==> src/hw/rtl/pcsmm_pkg.sv <==
// pcsmm_pkg: shared constants, opcodes and table record types for the
// per-cell / per-species running min, max and mean block.
// No dependencies.
`timescale 1ns / 1ps

package pcsmm_pkg;

  // Payload widths fixed by the interface
  localparam int CONC_W       = 32;
  localparam int CELL_SUM_W   = 48;
  localparam int SPEC_SUM_W   = 54;
  localparam int OPCODE_W     = 2;
  localparam int CELL_IDX_W   = 6;
  localparam int SPEC_IDX_W   = 4;
  localparam int CELL_CNT_W   = 7;
  localparam int SPEC_CNT_W   = 5;
  localparam int CFG_IDX_W    = 1;
  localparam int CFG_DATA_W   = 7;

  // Parameter defaults
  localparam int MAX_CELLS_DEF   = 64;
  localparam int MAX_SPECIES_DEF = 16;
  localparam int STEP_BITS_DEF   = 16;

  // Opcodes
  localparam logic [OPCODE_W-1:0] OP_SAMPLE = 2'd0;
  localparam logic [OPCODE_W-1:0] OP_STEP   = 2'd1;
  localparam logic [OPCODE_W-1:0] OP_READ   = 2'd2;

  // Configuration register indexes
  localparam logic [CFG_IDX_W-1:0] REG_CELL_COUNT    = 1'd0;
  localparam logic [CFG_IDX_W-1:0] REG_SPECIES_COUNT = 1'd1;

  localparam logic [CELL_CNT_W-1:0] CELL_COUNT_RST    = 7'd64;
  localparam logic [SPEC_CNT_W-1:0] SPECIES_COUNT_RST = 5'd16;

  typedef struct packed {
    logic [CONC_W-1:0]     min;
    logic [CONC_W-1:0]     max;
    logic [CELL_SUM_W-1:0] sum;
  } cell_rec_t;

  typedef struct packed {
    logic [CONC_W-1:0]     min;
    logic [CONC_W-1:0]     max;
    logic [SPEC_SUM_W-1:0] sum;
  } spec_rec_t;

  localparam cell_rec_t CELL_REC_RST = '{min: '1, max: '0, sum: '0};
  localparam spec_rec_t SPEC_REC_RST = '{min: '1, max: '0, sum: '0};

endpackage

==> src/hw/rtl/pcsmm_div.sv <==
// pcsmm_div: shared restoring divider, one quotient bit per cycle,
// quotient saturated to 32 bits. Depends on pcsmm_pkg.
`timescale 1ns / 1ps

module pcsmm_div #(
  parameter int DVW = pcsmm_pkg::STEP_BITS_DEF + pcsmm_pkg::CELL_CNT_W
) (
  input  logic                              clk,
  input  logic                              rst_n,
  input  logic                              div_start,
  input  logic [pcsmm_pkg::SPEC_SUM_W-1:0]  dividend,
  input  logic [DVW-1:0]                    divisor,
  output logic                              div_done,
  output logic [pcsmm_pkg::CONC_W-1:0]      quotient
);

  localparam int DDW = pcsmm_pkg::SPEC_SUM_W;
  localparam int CW  = $clog2(DDW);
  localparam logic [CW-1:0] LAST = CW'(DDW - 1);

  logic          busy_r;
  logic          done_r;
  logic [CW-1:0] cnt_r;
  logic [DVW-1:0] rem_r;
  logic [DVW-1:0] divisor_r;
  logic [DDW-1:0] dq_r;     // dividend shifts out, quotient shifts in

  logic [DVW:0]   trial;
  logic [DVW:0]   diff;
  logic           ge;

  assign trial = {rem_r, dq_r[DDW-1]};
  assign diff  = trial - {1'b0, divisor_r};
  assign ge    = trial >= {1'b0, divisor_r};

  always_ff @(posedge clk) begin
    if (!rst_n) begin
      busy_r <= 1'b0;
      done_r <= 1'b0;
      cnt_r  <= '0;
    end else begin
      done_r <= 1'b0;
      if (div_start) begin
        busy_r    <= 1'b1;
        cnt_r     <= '0;
        rem_r     <= '0;
        dq_r      <= dividend;
        divisor_r <= divisor;
      end else if (busy_r) begin
        rem_r <= ge ? diff[DVW-1:0] : trial[DVW-1:0];
        dq_r  <= {dq_r[DDW-2:0], ge};
        cnt_r <= cnt_r + 1'b1;
        if (cnt_r == LAST) begin
          busy_r <= 1'b0;
          done_r <= 1'b1;
        end
      end
    end
  end

  assign div_done = done_r;
  assign quotient = (|dq_r[DDW-1:pcsmm_pkg::CONC_W]) ? '1 : dq_r[pcsmm_pkg::CONC_W-1:0];

endmodule
==> config.mk <==
export PLATFORM = sky130hd
export DESIGN_NAME = pcsmm_div
export DESIGN_NICKNAME = d
export VERILOG_FILES = /design/src/hw/rtl/pcsmm_pkg.sv /design/src/hw/rtl/pcsmm_div.sv
export SDC_FILE = /design/constraint.sdc
export NUM_CORES = 1
export LEC_CHECK = 0
export BUFFER_PORTS_ARGS = -buffer_cell sky130_fd_sc_hd__buf_2
export CORE_ASPECT_RATIO = 2
export CORE_MARGIN = 2
export CORE_UTILIZATION = 29
export DETAILED_ROUTE_END_ITERATION = 12
export SLEW_MARGIN = 20
export SYNTH_ARGS = -nofsm -noshare
export SYNTH_HDL_FRONTEND = slang
export SYNTH_SLANG_ARGS = --single-unit
==> constraint.sdc <==
create_clock -name clk -period 3.89 [get_ports clk]
set_input_delay 0.1945 -clock clk [delete_from_list [all_inputs] [get_ports clk]]
set_output_delay 0.1945 -clock clk [all_outputs]
set_load 0.01 [all_outputs]
# Word-level counts from Yosys, hierarchy flattened
# Index checks and enable logic that the tools add are counted.
# totals
reg_bits,108
input_bits,80
output_inout_bits,33
# op_classes
addsub,2
n_lt_le_gt_ge,1
eq_ne,1
muxes,9
bitwise,2
n_reduce_logical,6
# op_table
cell,n
$mux 54,2
$mux 23,2
$mux 32,1
$ge 24x23->1,1
$sub 23x23->23,1
$reduce_or 22->1,1
$add 6x1->6 const B,1
$eq 6x6->1 const B,1
$mux 1,4
$reduce_and 2->1,2
$reduce_or 3->1,1
$not 1->1,2
$reduce_bool 2->1,1
$reduce_or 2->1,1

# Logic depth before layout (Yosys ltp)
# depth
ltp_word,4
ltp_mapped,11
ltp_nobuf,10

# Least setup slack after synthesis
# Ideal clock, no wire load.
# synth_timing
path_type,reg2reg
from,reg busy_r
to,reg dq_r[0] (enable)
setup_ns,0.442
t_arrival_ns,2.348
path_slack_ns,1.100
stages_incl_launch_ff,3
n_path_buf,1
synth_period_minus_slack_ns,2.790
path_cell_list,dfxtp_1 clkbuf_1 o21a_1
# synth_via
elab_chain_cells,2
# synth_lines
item,line,text
from (decl),pcsmm_div.sv:21,logic busy_r;
from (signal assigned),pcsmm_div.sv:38,busy_r <= 1'b0;
from (signal assigned),pcsmm_div.sv:44,busy_r <= 1'b1;
from (signal assigned),pcsmm_div.sv:54,busy_r <= 1'b0;
$reduce_bool 2->1 (no line),-,
$reduce_and 2->1 (no line),-,
to (signal assigned),pcsmm_div.sv:47,dq_r <= dividend;
to (signal assigned),pcsmm_div.sv:51,"dq_r <= {dq_r[DDW-2:0], ge};"
to (decl),pcsmm_div.sv:26,logic [DDW-1:0] dq_r;
# No other way between the ends.
# A chain may end at the register's enable or synchronous reset.

# Worst setup path after layout
# layout_timing
from,reg dq_r[53]
to,reg rem_r[16] (data pin)
# layout_via
elab_chain_cells,3
# layout_lines
item,line,text
$sub 23x23->23 / $ge 24x23->1 (equally long branches),"pcsmm_div.sv:33, pcsmm_div.sv:34",
$mux 23 (*),pcsmm_div.sv:50,rem_r <= ge ? diff[DVW-1:0] : trial[DVW-1:0];
$mux 23 (*),pcsmm_div.sv:49,end else if (busy_r) begin
to (signal assigned),pcsmm_div.sv:50,
to (decl),pcsmm_div.sv:24,logic [DVW-1:0] rem_r;
# Mark *: on every way between the ends. The rest lies on a longest branch, timed or not. The select of a mux whose other input is x is not followed.

==> impl.org <==
** Clock tree
- CTS tree :: built
- Post CTS Setup Buffer Count :: 0
- CTS Buf Count :: 9
- Reg clk slew, reported paths :: 80 ps
- For this design, the sink count on the clock tree is 108.
- In this run, post-CTS hold repair placed 0 buffers.
- Number of resized instances in the post-cts repair step :: 0
- The cell sitting at the root of the clock tree is a clkbuf_16.
- Clk Latency, worst-skew pair :: 360 ps
- Clock buffer depth :: 2
- Maximum level of the CTS H-tree :: 3

** STA
- Setup repair after global routing missed its margin :: no
- Setup TNS Final :: 0 ps
- Worst slew pin tran :: 984 ps
- Setup Viol. Count Final :: 0
- Max Slew Vio Count :: 0
- After layout, the worst path uses 75.9% of the clock period.
- Minimum clock period after layout :: 2950 ps
- For this run, the top clock speed supported by timing is 339 MHz.
- Across the routed clock network, the largest skew measured is 11.1 ps.
- Endpoints failing hold :: 0
- The worst pin sits at a relative slew slack of 34.0%.

** Synth
- Yosys mapped the design onto 59 distinct sky130hd cell types.
- The synthesized netlist occupies a cell area of 6050 um^2.
- Synthesized-area fraction occupied by xor and xnor cells :: 2.46%
- After synthesis, the share of flip-flops with an asynchronous set or reset is 0%.
- Dividing the synthesized area by the synthesized cell count gives 12.0 um^2.
- Syn. warnings :: 0
- Main combinational cell family by area after synthesis :: simple AND/OR/NAND/NOR gates
- After Yosys synthesis, full adders, half adders and majority gates account for 5.50% of the synthesized area.
- Post-synth top area share :: 49.6%
- Summing the areas of all and, or, nand and nor instances in the mapped netlist gives 12.5% of the synthesized area.
- Ranked by total cell area, the synthesized netlist is headed by edfxtp_1, mux2_2, ha_1.
- Number of enable flip-flop cells after synthesis :: 100
- Synth Area in Compound Gates :: 12.0%
- In the synthesized netlist, mux cells make up 11.7% of the area.
- Total of flip-flops plus latches after synthesis :: 108
- Yosys top cell by area :: edfxtp_1
- Synth Flop Type :: edfxtp_1
- After technology mapping, the gate count stands at 506.
- Sequential cells were found to cover 52.3% of the synthesized design area.
- The number of nets handed over by synthesis was 612.

** Outcome
- Status :: finished clean

** Setup path
- Length in cells of the worst reg-to-reg path :: 11
- Endpoint class of the critical path :: flop
- At the worst endpoint, the required time is 3980 ps.
- The critical path in this run is classified as reg2reg.
- Capture instance of the worst register-to-register path :: rem_r[16]$_SDFFCE_PP0P_
- Kind of start point of the critical path :: flop
- The startpoint identified for the worst register-to-register timing path is dq_r[53]$_DFFE_PP_.
- Setup slack of the worst register-to-register path :: 940 ps
- Data arrival, critical path :: 3040 ps
- Along the worst path, the maximum fanout reaches 25.

** Worst hold path
- The worst hold path begins at divisor[7].
- Path class of the lowest-slack min-delay path :: in2reg
- Min-Delay Path Depth :: 1
- For hold timing, the worst endpoint is divisor_r[7]$_DFFE_PP_.

** Final layout
- Area occupied by multi-input gates :: 2690 um^2
- Final instance count without filler cells :: 885
- The final layout contains 720 nets.
- From synthesis to final layout, the design area changed by 19.1%.
- Of the cells placed in the final design, the portion with a size suffix greater than 1 is 32.6%.
- # fillers :: 2036
- The sequential cells in the finished layout cover a total of 3160 um^2.
- Diodes inserted :: 0

** Place
- Port bufs :: 112
- HPWL Detailed :: 10800 um
- Final weighted congestion in routability-driven placement :: 0.854
- Including well taps, the total number of placed cells is 868.

** Detailed routing
- Number of remaining DRC errors :: 0
- The routed layout has 4363 vias.
- Post-detailed-route via-to-cell ratio :: 4.93
- Wires add up to 14700 um.
- In this run the remaining antenna-violating nets after routing total 0.
- After the first detailed-routing iteration, the DRC count stood at 193.
- TritonRoute pass-1 iters :: 4
- Wire length per cell :: 16.6 um

** Die
- The die is 106 um wide.
- I/O Pins :: 113
- Total die area :: 22100 um^2
- Effective utilization at floorplan :: 29.6%
- Die Ht :: 208 um
- The region available for standard cell placement spans 20500 um^2.
- Number of standard-cell rows in the floorplan :: 74

** GRT
- Wire length of the first global-routing pass :: 23200 um
- Antenna violations before repair :: 0
- Global routing used 13.4% of the available tracks.
- Entering global routing, the biggest net connects 66 pins.
- Number of global-route vias before repair :: 4608
- Global routing finished with a remaining overflow of 0.

** Power
- Max rail drop VDD :: 0.265 mV
- Pwr dens :: 420 nW/um^2
- The analysis attributes to cell leakage a power of 2.70 nW.

** Run
- Max-cap violations in this run came to 0.
flip-flops by register name, indices dropped and copies added (netlist names):
| register | cells |
|---|---|
| div_done | 1 |
| cnt_r | 6 |
| divisor_r | 23 |
| rem_r | 23 |
| dq_r | 54 |
| busy_r | 1 |
cell usage in the layout, fill, tap and decap left out, types with 10 or more instances in the layout:
cell type	n
nand2_1	28
mux2_2	54
mux2i_1	10
nand2b_1	37
inv_1	28
nor2_1	35
buf_2	112
xnor2_1	10
o21ai_0	16
ha_1	25
edfxtp_1	100
a21oi_1	22
worst max-delay path, stage by stage (launching register included):
cell and delay [ps]:
edfxtp_1 390, inv_1 60, ha_1 210, fa_1 400, nand2b_1 210, a21oi_2 180
o32a_4 220, a31oi_4 60, o211ai_4 440, buf_12 240, mux2i_1 200, nor2_1 50
per-layer routing:
metal	share of wire (%)	wire, um	vias to the layer above	track usage, %
met5	0	0	-	0
met1	36	5270	2101	13.4
met3	4.4	647	30	2.82
met2	56	8240	125	25.4
li1	-	-	2107	-
met4	3.6	523	0	6.81
stage by stage:
step / instance area, um^2 / hold slack, ps / utilization [%] / total power [mW] / worst slack (ps)
6_report: 7210 / 10.5 / 35.2 / 3.03 / 939
5_1_grt: 7210 / 1.37 / 35.2 / 3.17 / 738
4_1_cts: 7200 / 1.55 / 35.2 / 3.06 / 939
3_5_place_dp: 6900 / 373 / 33.7 / 2.11 / 951
3_3_place_gp: 6900 / 372 / 33.7 / 2.10 / 1010
2_1_floorplan: 6050 / 293 / - / 1.93 / 1100
worst max path at each step:
stage / startpoint / endpoint / slack (ps) / cells past startpoint
finish: dq_r[53]$_DFFE_PP_ / rem_r[16]$_SDFFCE_PP0P_ / 940 / 11
global placement: dq_r[53]$_DFFE_PP_ / rem_r[12]$_SDFFCE_PP0P_ / 1010 / 11
CTS: dq_r[53]$_DFFE_PP_ / rem_r[5]$_SDFFCE_PP0P_ / 940 / 11
detailed placement: dq_r[53]$_DFFE_PP_ / rem_r[5]$_SDFFCE_PP0P_ / 950 / 11
floorplan: busy_r$_SDFF_PN0_ / dq_r[0]$_DFFE_PP_ / 1100 / 2
global route: dq_r[53]$_DFFE_PP_ / rem_r[9]$_SDFFCE_PP0P_ / 740 / 11
power by group:
group	switching (mW)	internal, mW
registers	0.0448	1.38
logic	0.369	0.288
clock network	0.444	0.505
kinds of logic after synthesis:
| kind of cell | Yosys count |
|---|---|
| and+or+nand+nor | 144 |
| DFF | 108 |
| AOI/OAI and AO/OA | 98 |
| muxes | 64 |
| buffers and inverters | 49 |
| adders and majority gates | 26 |
| xor gates and xnor gates | 17 |
cell usage after synthesis, types with 8 or more instances:
master    count
clkbuf_1      9
inv_1        29
nand2b_1     37
nor2_1       35
mux2i_1      10
o21ai_0      16
xnor2_1      10
ha_1         25
mux2_2       54
a21oi_1      22
nand3_1       8
nand2_1      28
dfxtp_1       8
edfxtp_1    100
final cells by class:
cell class                      instances  share of cell area, %
Sequential cell                       108                   43.9
Multi-Input combinational cell        349                   37.3
Timing Repair Buffer                  117                   8.51
Tap cell                              266                   4.62
Clock buffer                            9                   3.13
Inverter                               29                   1.51
Clock inverter                          7                   1.04
No activity file was read; power rests on OpenSTA's default activity.
